`config.mk`:
```
export PLATFORM = sky130hd
export DESIGN_NAME = z85_byte_stream_encoder_unit
export DESIGN_NICKNAME = d
export VERILOG_FILES = /design/src/z85_pkg.sv /design/src/z85_front.sv /design/src/z85_job_queue.sv /design/src/z85_back.sv /design/src/z85_byte_stream_encoder_unit.sv
export SDC_FILE = /design/constraint.sdc
export NUM_CORES = 1
export LEC_CHECK = 0
export BUFFER_PORTS_ARGS = -buffer_cell sky130_fd_sc_hd__buf_2
export CAP_MARGIN = 20
export CELL_PAD_IN_SITES_DETAIL_PLACEMENT = 0
export CELL_PAD_IN_SITES_GLOBAL_PLACEMENT = 1
export CORE_MARGIN = 3
export CORE_UTILIZATION = 55
export CTS_BUF_LIST = sky130_fd_sc_hd__clkbuf_16
export DETAILED_ROUTE_END_ITERATION = 10
export GPL_ROUTABILITY_DRIVEN = 0
export HOLD_SLACK_MARGIN = 0.12
export PLACE_DENSITY_LB_ADDON = 0.08
export SLEW_MARGIN = 20
export SYNTH_ARGS = -nofsm -noshare
export SYNTH_HDL_FRONTEND = slang
export SYNTH_SLANG_ARGS = --single-unit
export TNS_END_PERCENT = 30
```
`constraint.sdc`:
```
create_clock -name clk -period 18.4 [get_ports clk]
set_input_delay 0.92 -clock clk [delete_from_list [all_inputs] [get_ports clk]]
set_output_delay 0.92 -clock clk [all_outputs]
set_load 0.005 [all_outputs]
```
`src/z85_pkg.sv`:
```
// z85_pkg: shared types, constants and the Z85 alphabet lookup for the
// byte stream encoder. No dependencies; every other file in src uses it.

package z85_pkg;

  // Default depth of the job queue between front and back
  localparam int JOB_DEPTH = 4;

  // Reciprocal of 85 for a 32-bit dividend: q = (w * DIV85_MAGIC) >> DIV85_SHIFT
  localparam logic [31:0] DIV85_MAGIC = 32'hC0C0C0C1;
  localparam int          DIV85_SHIFT = 38;

  // Number of divide-by-85 passes per word and characters per group
  localparam int DIVS_PER_WORD   = 4;
  localparam int CHARS_PER_GROUP = 5;

  // Highest base-85 digit
  localparam int DIGIT_MAX = 84;

  // Alphabet, first character in the top byte
  localparam logic [85*8-1:0] ALPHABET =
    "0123456789abcdefghijklmnopqrstuvwxyzABCDEFGHIJKLMNOPQRSTUVWXYZ.-:+=^!/*?&<>()[]{}@%$#";

  // One input item
  typedef struct packed {
    logic [7:0] data_byte;
    logic       last_byte;
  } z85_in_t;

  // One result item
  typedef struct packed {
    logic [6:0] out_char;
    logic       group_end;
    logic       message_end;
    logic       length_error;
  } z85_out_t;

  // Work handed from front to back: a full word, or a length error marker
  typedef struct packed {
    logic [31:0] word;
    logic        last;
    logic        err;
  } z85_job_t;

  // Map a base-85 digit to its ASCII code
  function automatic logic [6:0] z85_char(input logic [6:0] digit);
    logic [9:0] bit_pos;
    bit_pos = {7'(DIGIT_MAX - int'(digit)), 3'b000};
    return ALPHABET[bit_pos +: 7];
  endfunction

endpackage

```
`src/z85_front.sv`:
```
// z85_front: accepts input bytes, gathers them into big-endian words and
// classifies each message end. Depends on z85_pkg.

module z85_front (
  input  logic              clk,
  input  logic              rst_n,
  input  z85_pkg::z85_in_t  in_data,
  input  logic              in_push,
  output logic              in_full,
  input  logic              q_full,
  output logic              q_wr_en,
  output z85_pkg::z85_job_t q_wr_data
);

  logic [23:0] acc_r, acc_nxt;
  logic [1:0]  pos_r, pos_nxt;
  logic        accept;

  // Stall input while the job queue has no room
  assign in_full = q_full;
  assign accept  = in_push && !q_full;

  // Gather bytes; issue a word job on the fourth byte or an error job on a short end
  always_comb begin
    acc_nxt        = acc_r;
    pos_nxt        = pos_r;
    q_wr_en        = 1'b0;
    q_wr_data.word = {acc_r, in_data.data_byte};
    q_wr_data.last = in_data.last_byte;
    q_wr_data.err  = 1'b0;
    if (accept) begin
      if (pos_r != 2'd3) begin
        if (in_data.last_byte) begin
          q_wr_en       = 1'b1;
          q_wr_data.err = 1'b1;
          acc_nxt       = '0;
          pos_nxt       = '0;
        end else begin
          acc_nxt = {acc_r[15:0], in_data.data_byte};
          pos_nxt = pos_r + 2'd1;
        end
      end else begin
        q_wr_en = 1'b1;
        acc_nxt = '0;
        pos_nxt = '0;
      end
    end
  end

  always_ff @(posedge clk) begin
    if (!rst_n) begin
      acc_r <= '0;
      pos_r <= '0;
    end else begin
      acc_r <= acc_nxt;
      pos_r <= pos_nxt;
    end
  end

endmodule

```
`src/z85_job_queue.sv`:
```
// z85_job_queue: small first-in first-out queue of jobs between the front
// and the back. Depends on z85_pkg.

module z85_job_queue #(
  parameter int DEPTH = z85_pkg::JOB_DEPTH
) (
  input  logic              clk,
  input  logic              rst_n,
  input  logic              wr_en,
  input  z85_pkg::z85_job_t wr_data,
  output logic              full,
  input  logic              rd_en,
  output z85_pkg::z85_job_t rd_data,
  output logic              empty
);

  localparam int PTR_W = (DEPTH > 1) ? $clog2(DEPTH) : 1;
  localparam int CNT_W = $clog2(DEPTH + 1);

  z85_pkg::z85_job_t mem [DEPTH];

  logic [PTR_W-1:0] wr_ptr_r, wr_ptr_nxt;
  logic [PTR_W-1:0] rd_ptr_r, rd_ptr_nxt;
  logic [CNT_W-1:0] count_r, count_nxt;
  logic             do_wr, do_rd;

  assign full    = (count_r == CNT_W'(DEPTH));
  assign empty   = (count_r == '0);
  assign do_wr   = wr_en && !full;
  assign do_rd   = rd_en && !empty;
  assign rd_data = mem[rd_ptr_r];

  // Advance pointers with wrap and track fill level
  always_comb begin
    wr_ptr_nxt = wr_ptr_r;
    rd_ptr_nxt = rd_ptr_r;
    count_nxt  = count_r;
    if (do_wr) begin
      wr_ptr_nxt = (wr_ptr_r == PTR_W'(DEPTH - 1)) ? '0 : wr_ptr_r + PTR_W'(1);
    end
    if (do_rd) begin
      rd_ptr_nxt = (rd_ptr_r == PTR_W'(DEPTH - 1)) ? '0 : rd_ptr_r + PTR_W'(1);
    end
    case ({do_wr, do_rd})
      2'b10:   count_nxt = count_r + CNT_W'(1);
      2'b01:   count_nxt = count_r - CNT_W'(1);
      default: count_nxt = count_r;
    endcase
  end

  always_ff @(posedge clk) begin
    if (!rst_n) begin
      wr_ptr_r <= '0;
      rd_ptr_r <= '0;
      count_r  <= '0;
    end else begin
      wr_ptr_r <= wr_ptr_nxt;
      rd_ptr_r <= rd_ptr_nxt;
      count_r  <= count_nxt;
    end
  end

  // Store the incoming job
  always_ff @(posedge clk) begin
    if (do_wr) begin
      mem[wr_ptr_r] <= wr_data;
    end
  end

endmodule

```
`src/z85_back.sv`:
```
// z85_back: converts each job into base-85 digits with a shared
// divide-by-85 unit, then emits characters through an output register.
// Depends on z85_pkg.

module z85_back (
  input  logic              clk,
  input  logic              rst_n,
  input  z85_pkg::z85_job_t job_data,
  input  logic              job_empty,
  output logic              job_pop,
  output z85_pkg::z85_out_t out_data,
  output logic              out_empty,
  input  logic              out_pop
);

  // Converter states
  localparam logic [1:0] CV_IDLE = 2'd0;
  localparam logic [1:0] CV_MUL  = 2'd1;
  localparam logic [1:0] CV_REM  = 2'd2;
  localparam logic [1:0] CV_DONE = 2'd3;

  localparam int QUO_W = 64 - z85_pkg::DIV85_SHIFT;

  // Converter registers
  logic [1:0]       cv_state_r, cv_state_nxt;
  logic [31:0]      w_r, w_nxt;
  logic [QUO_W-1:0] quo_r, quo_nxt;
  logic [1:0]       cnt_r, cnt_nxt;
  logic [6:0]       dig_r [z85_pkg::DIVS_PER_WORD];
  logic [6:0]       dig_nxt [z85_pkg::DIVS_PER_WORD];
  logic             cv_last_r, cv_last_nxt;
  logic             cv_err_r, cv_err_nxt;

  // Emitter registers
  logic             em_busy_r, em_busy_nxt;
  logic [2:0]       em_idx_r, em_idx_nxt;
  logic [6:0]       hold_r [z85_pkg::CHARS_PER_GROUP];
  logic [6:0]       hold_nxt [z85_pkg::CHARS_PER_GROUP];
  logic             em_last_r, em_last_nxt;
  logic             em_err_r, em_err_nxt;

  // Output register
  logic              out_valid_r, out_valid_nxt;
  z85_pkg::z85_out_t out_r, out_nxt;

  logic [63:0]      mul_full;
  logic [31:0]      quo_x85;
  logic [31:0]      rem_full;
  logic             handoff;
  logic             out_free;

  // Reciprocal product and remainder of the current quotient
  assign mul_full = {32'b0, w_r} * {32'b0, z85_pkg::DIV85_MAGIC};
  assign quo_x85  = {quo_r, 6'b0} + {2'b0, quo_r, 4'b0} + {4'b0, quo_r, 2'b0}
                  + {6'b0, quo_r};
  assign rem_full = w_r - quo_x85;

  assign out_free  = !out_valid_r || out_pop;
  assign out_empty = !out_valid_r;
  assign out_data  = out_r;

  // Step the converter: load a job, four divisions (none for an error job), then hand digits over
  always_comb begin
    cv_state_nxt = cv_state_r;
    w_nxt        = w_r;
    quo_nxt      = quo_r;
    cnt_nxt      = cnt_r;
    cv_last_nxt  = cv_last_r;
    cv_err_nxt   = cv_err_r;
    dig_nxt      = dig_r;
    job_pop      = 1'b0;
    handoff      = 1'b0;
    unique case (cv_state_r)
      CV_IDLE: begin
        if (!job_empty) begin
          job_pop      = 1'b1;
          w_nxt        = job_data.word;
          cv_last_nxt  = job_data.last;
          cv_err_nxt   = job_data.err;
          cnt_nxt      = '0;
          cv_state_nxt = job_data.err ? CV_DONE : CV_MUL;
        end
      end
      CV_MUL: begin
        quo_nxt      = mul_full[63:z85_pkg::DIV85_SHIFT];
        cv_state_nxt = CV_REM;
      end
      CV_REM: begin
        dig_nxt[cnt_r] = rem_full[6:0];
        w_nxt          = 32'(quo_r);
        if (cnt_r == 2'(z85_pkg::DIVS_PER_WORD - 1)) begin
          cv_state_nxt = CV_DONE;
        end else begin
          cnt_nxt      = cnt_r + 2'd1;
          cv_state_nxt = CV_MUL;
        end
      end
      CV_DONE: begin
        if (!em_busy_r) begin
          handoff = 1'b1;
          if (!job_empty) begin
            job_pop      = 1'b1;
            w_nxt        = job_data.word;
            cv_last_nxt  = job_data.last;
            cv_err_nxt   = job_data.err;
            cnt_nxt      = '0;
            cv_state_nxt = job_data.err ? CV_DONE : CV_MUL;
          end else begin
            cv_state_nxt = CV_IDLE;
          end
        end
      end
      default: cv_state_nxt = CV_IDLE;
    endcase
  end

  // Take finished digits and emit one character per free output slot
  always_comb begin
    em_busy_nxt   = em_busy_r;
    em_idx_nxt    = em_idx_r;
    hold_nxt      = hold_r;
    em_last_nxt   = em_last_r;
    em_err_nxt    = em_err_r;
    out_nxt       = out_r;
    out_valid_nxt = out_valid_r && !out_pop;
    if (handoff) begin
      em_busy_nxt = 1'b1;
      em_idx_nxt  = 3'(z85_pkg::CHARS_PER_GROUP - 1);
      em_last_nxt = cv_last_r;
      em_err_nxt  = cv_err_r;
      for (int i = 0; i < z85_pkg::DIVS_PER_WORD; i++) begin
        hold_nxt[i] = dig_r[i];
      end
      hold_nxt[z85_pkg::CHARS_PER_GROUP - 1] = w_r[6:0];
    end else if (em_busy_r && out_free) begin
      out_valid_nxt = 1'b1;
      if (em_err_r) begin
        out_nxt.out_char     = '0;
        out_nxt.group_end    = 1'b0;
        out_nxt.message_end  = 1'b1;
        out_nxt.length_error = 1'b1;
        em_busy_nxt          = 1'b0;
      end else begin
        out_nxt.out_char     = z85_pkg::z85_char(hold_r[em_idx_r]);
        out_nxt.group_end    = (em_idx_r == '0);
        out_nxt.message_end  = (em_idx_r == '0) && em_last_r;
        out_nxt.length_error = 1'b0;
        if (em_idx_r == '0) begin
          em_busy_nxt = 1'b0;
        end else begin
          em_idx_nxt = em_idx_r - 3'd1;
        end
      end
    end
  end

  // Control state
  always_ff @(posedge clk) begin
    if (!rst_n) begin
      cv_state_r  <= CV_IDLE;
      em_busy_r   <= 1'b0;
      out_valid_r <= 1'b0;
    end else begin
      cv_state_r  <= cv_state_nxt;
      em_busy_r   <= em_busy_nxt;
      out_valid_r <= out_valid_nxt;
    end
  end

  // Payload
  always_ff @(posedge clk) begin
    w_r       <= w_nxt;
    quo_r     <= quo_nxt;
    cnt_r     <= cnt_nxt;
    cv_last_r <= cv_last_nxt;
    cv_err_r  <= cv_err_nxt;
    dig_r     <= dig_nxt;
    em_idx_r  <= em_idx_nxt;
    hold_r    <= hold_nxt;
    em_last_r <= em_last_nxt;
    em_err_r  <= em_err_nxt;
    out_r     <= out_nxt;
  end

endmodule

```
`src/z85_byte_stream_encoder_unit.sv`:
```
// z85_byte_stream_encoder_unit: top level of the Z85 byte stream encoder.
// Depends on z85_pkg, z85_front, z85_job_queue and z85_back.
//
// Bytes are pushed in with a last-of-message flag; every four bytes become
// five Z85 characters on the result queue, most significant digit first,
// with group_end on the fifth and message_end on the final result of a
// message. A message whose length is not a multiple of four ends in one
// result with length_error and message_end set and out_char zero; its
// partial bytes are dropped. Bytes are taken one per cycle while the job
// queue (JOB_DEPTH entries) has room. The back end converts a word in
// four divide-by-85 passes, each a multiply step and a remainder step
// through one shared reciprocal multiplier, then hands the digits to the
// emitter; an error job skips the passes. The five characters of a group
// leave one per cycle from the output register while the receiver pops
// each one, and the next word is converted meanwhile.

module z85_byte_stream_encoder_unit #(
  parameter int JOB_DEPTH = z85_pkg::JOB_DEPTH
) (
  input  logic              clk,
  input  logic              rst_n,
  input  z85_pkg::z85_in_t  in_data,
  input  logic              in_push,
  output logic              in_full,
  output z85_pkg::z85_out_t out_data,
  output logic              out_empty,
  input  logic              out_pop
);

  logic              q_full;
  logic              q_wr_en;
  z85_pkg::z85_job_t q_wr_data;
  logic              q_rd_en;
  z85_pkg::z85_job_t q_rd_data;
  logic              q_empty;

  // Accept and classify bytes
  z85_front u_front (
    .clk       (clk),
    .rst_n     (rst_n),
    .in_data   (in_data),
    .in_push   (in_push),
    .in_full   (in_full),
    .q_full    (q_full),
    .q_wr_en   (q_wr_en),
    .q_wr_data (q_wr_data)
  );

  // Decouple front and back
  z85_job_queue #(
    .DEPTH (JOB_DEPTH)
  ) u_queue (
    .clk     (clk),
    .rst_n   (rst_n),
    .wr_en   (q_wr_en),
    .wr_data (q_wr_data),
    .full    (q_full),
    .rd_en   (q_rd_en),
    .rd_data (q_rd_data),
    .empty   (q_empty)
  );

  // Convert words and emit characters
  z85_back u_back (
    .clk       (clk),
    .rst_n     (rst_n),
    .job_data  (q_rd_data),
    .job_empty (q_empty),
    .job_pop   (q_rd_en),
    .out_data  (out_data),
    .out_empty (out_empty),
    .out_pop   (out_pop)
  );

endmodule

```
==> qor.csv <==
metric;value;unit
status;complete, no violations;
Initial Util;56.38;%
largest net degree at the start of global routing;42;
Die Y;212.0;um
worst slack, placed;10.49;ns
Routed WL;54160;um
wl on met1;24690;um
Hold EP;u_back.hold_r[33];
library cells used by synthesis;65;
Slew Limit Fails;0;
Critical Path Most Common Cell;fa_1;
Nets;2527;
insertion delay to the later sink of the worst-skew pair;0.57;ns
met2 WL;25410;um
die span in x;212.0;um
final setup margin;10.61;ns
EDFF count, synth;273;
hold_buf cts;0;
CTS resizes;0;
Top Ports;25;
area leader, netlist;edfxtp_1;
top sig layer;met5;
Synth warnings;0;
area share of the largest cell type after synthesis;35.13;%
period utilisation layout;42.36;%
min-delay src;u_back.dig_r[26];
total CTS buffers;31;
Antenna Nets Post-Route;0;
CTS tree;done;
Synth Net Count;2499;
CP max FO;8;
r2r startpoint;u_back.w_r[2];
CORE AREA;41390;sq um
clk buf depth;3;
ranking of synthesized cells by area;edfxtp_1, ha_1, fa_1, inv_1, dfxtp_1;
Max-Cap Viols;0;
routed length on met3;2761;um
R2R setup slack;10.61;ns
Rows;74;
detailed-route via count;14380;
mux cell area share after synthesis;4.038;%
First-pass DRT Iterations;5;
DPL Wire Length;43580;um
synthesized area;23330;sq um
Critical-path top delay cell;a2111oi_0;
crit-path max cell delay;0.73;ns
routed wire length per instance;21.32;um
die area;44930;sq um
initial antenna violation count;1;
Adder-Cell Fraction of Synth Area;34.01;%
minimum clock period;7.794;ns
first-pass GRT wire length;85080;um
clock slew at reported path FFs;0.07;ns
post-synthesis async set-or-reset flop share;0;%
IO Port Bufs;24;
area growth from synthesis to layout;7.142;%
type of element launching the critical path;flip-flop;
max_slew headroom;28.68;%
main flop type after synthesis;edfxtp_1;
clk sink count;315;
Via density;5.660;
RSZ-0062 raised after global routing;no;
DRT iter0 DRCs;918;
final count of negative-setup-slack endpoints;0;
Setup Skew;0.01406;ns
hold path depth;0;
XOR/XNOR Fraction of Synth Area;1.802;%
Worst Path Arrival;8.15;ns
diodes inserted;0;
CTS HTree Levels;1;
GRT Util Overall;24.80;%
Syn Inst Count;1955;
vias in the first global route;14920;
post-synthesis sequential area ratio;38.74;%
Fmax;128.3;MHz
global route total overflow;0;
root buf cell;clkbuf_16;
Crit. End Element;flip-flop;
reg-to-reg critical path endpoint;u_back.quo_r[9];
Worst-Margin Slew;1.070;ns
Worst R2R Path Depth;20;
Required @ worst endpoint;18.76;ns
Final Hold Vio Count;0;
type of the worst min-delay path;flip-flop to flip-flop;
Sum Neg Setup Slack;0;ns
fraction of layout cells with a size suffix above 1;6.624;%
syn_area_per_cell;11.94;sq um
drc violations;0;
compound-cell area share of the yosys netlist;8.703;%
largest family of logic cells by synthesized area;adder cells;
simple-gate portion of the synthesized area;5.813;%
Seq cells post-synth;315;
CP Cell Sequence;ha_1, ha_1, fa_1, fa_1, inv_1, fa_1, fa_1, fa_1, inv_1, ha_1, ha_1, and3_1, and3_1, nand2_1, a31oi_1, a2111oi_0, o41ai_1, a221oi_1, o21ai_0, xor2_1;
setup bufs post-CTS;0;
CP Class;flip-flop to flip-flop;
==> cells in the final DEF, fill, tap and decap left out, types with 10 or more instances in the layout <==
cell and instances:
inv_1 381, ha_1 359, edfxtp_1 273, fa_1 172
a21oi_1 102, nand2_1 83, nor2_1 56, nand3_1 46
dfxtp_1 41, o21ai_0 40, mux4_2 35, clkbuf_16 31
xnor2_1 29, a21o_1 28, a22o_1 27, buf_2 24
xor2_1 19, nor3_1 18, buf_4 18, and3_1 16
o21bai_1 14, mux2i_1 12, nor2b_1 12, o211ai_1 10
a211oi_1 10
==> routing by layer <==
layer | global-route usage (%) | vias up
met5 | 0 | -
met4 | 5.681 | 2
met3 | 3.910 | 67
met2 | 39.69 | 299
met1 | 36.14 | 7127
li1 | - | 6881
==> synth_stat cells (all sizes together) (8+ instances only) <==
master and count:
a21oi 102, nor3 18, nand2b 8, nand2 83
mux2i 12, inv 374, o21bai 14, mux4 35
a21o 28, a31oi 9, a211oi 10, clkbuf 34
nand3 46, and3 16, dfxtp 42, buf 13
edfxtp 273, ha 359, xor2 19, fa 172
nor2b 14, nand4 9, o21ai 43, o211ai 10
a22o 27, and2 9, xnor2 29, nor2 56
o22ai 9
==> how the worst max path moves through the flow <==
stage / startpoint / to / slack, ns / cells after the start
after floorplan: u_back.w_r[2] / u_back.quo_r[14] / 12.20 / 19
after global placement: u_back.w_r[3] / u_back.quo_r[9] / 10.52 / 22
after detailed placement: u_back.w_r[2] / u_back.quo_r[9] / 10.49 / 20
after CTS: u_back.w_r[2] / u_back.quo_r[9] / 10.44 / 20
after global routing: u_back.w_r[2] / u_back.quo_r[9] / 10.26 / 20
final: u_back.w_r[2] / u_back.quo_r[9] / 10.61 / 20
==> sequential cells by signal (all words and copies together), names as in the netlist, 3 cells and up, named ones only <==
| register | cells |
|---|---|
| u_back.em_idx_r | 3 |
| u_back.hold_r | 35 |
| u_queue.mem | 136 |
| u_back.quo_r | 26 |
| u_back.w_r | 32 |
| u_back.dig_r | 28 |
| u_front.acc_r | 24 |
| u_back.out_data | 10 |
| u_queue.count_r | 3 |
==> final cells by class <==
type | instances | area [sq um]
Inverter | 374 | 1404
Multi-Input combinational cell | 1219 | 12690
Tap cell | 532 | 665.6
Clock buffer | 31 | 775.7
Timing Repair Buffer | 42 | 255.2
Clock inverter | 27 | 165.2
Sequential cell | 315 | 9040
Fill cell | 3394 | 16390
==> worst max-delay path, delay by kind of cell, from the launching register on <==
family	cells	cell delay, ns
adders and majority gates	9	3.96
buffers and inverters	2	0.09
AOI/OAI and AO/OA	5	2.04
and+or+nand+nor	3	0.62
xor gates and xnor gates	1	0.34
DFF	1	0.54
==> logic make-up (layout without fill, tap and decap cells) <==
family / after synthesis / count (layout)
fa+ha+maj: 531 / 531
buf+inv: 421 / 474
flops: 315 / 315
compound gates: 309 / 309
simple gates: 281 / 281
mux: 50 / 50
xor+xnor: 48 / 48
==> per-stage QoR <==
step                instance area (sq um)  std cells  utilization (%)  hold slack, ns
floorplan                           23330       1955                -          0.4003
global placement                    24060       2482            58.13          0.4002
detailed placement                  24060       2482            58.13          0.4045
CTS                                 25000       2540            60.41          0.4210
global route                        25000       2540            60.41          0.4213
finish                              25000       2540            60.41          0.4189
Power is left out: the tool's default activity adds up to more than one toggle a clock period on the data nets, which glitch-free logic cannot reach.
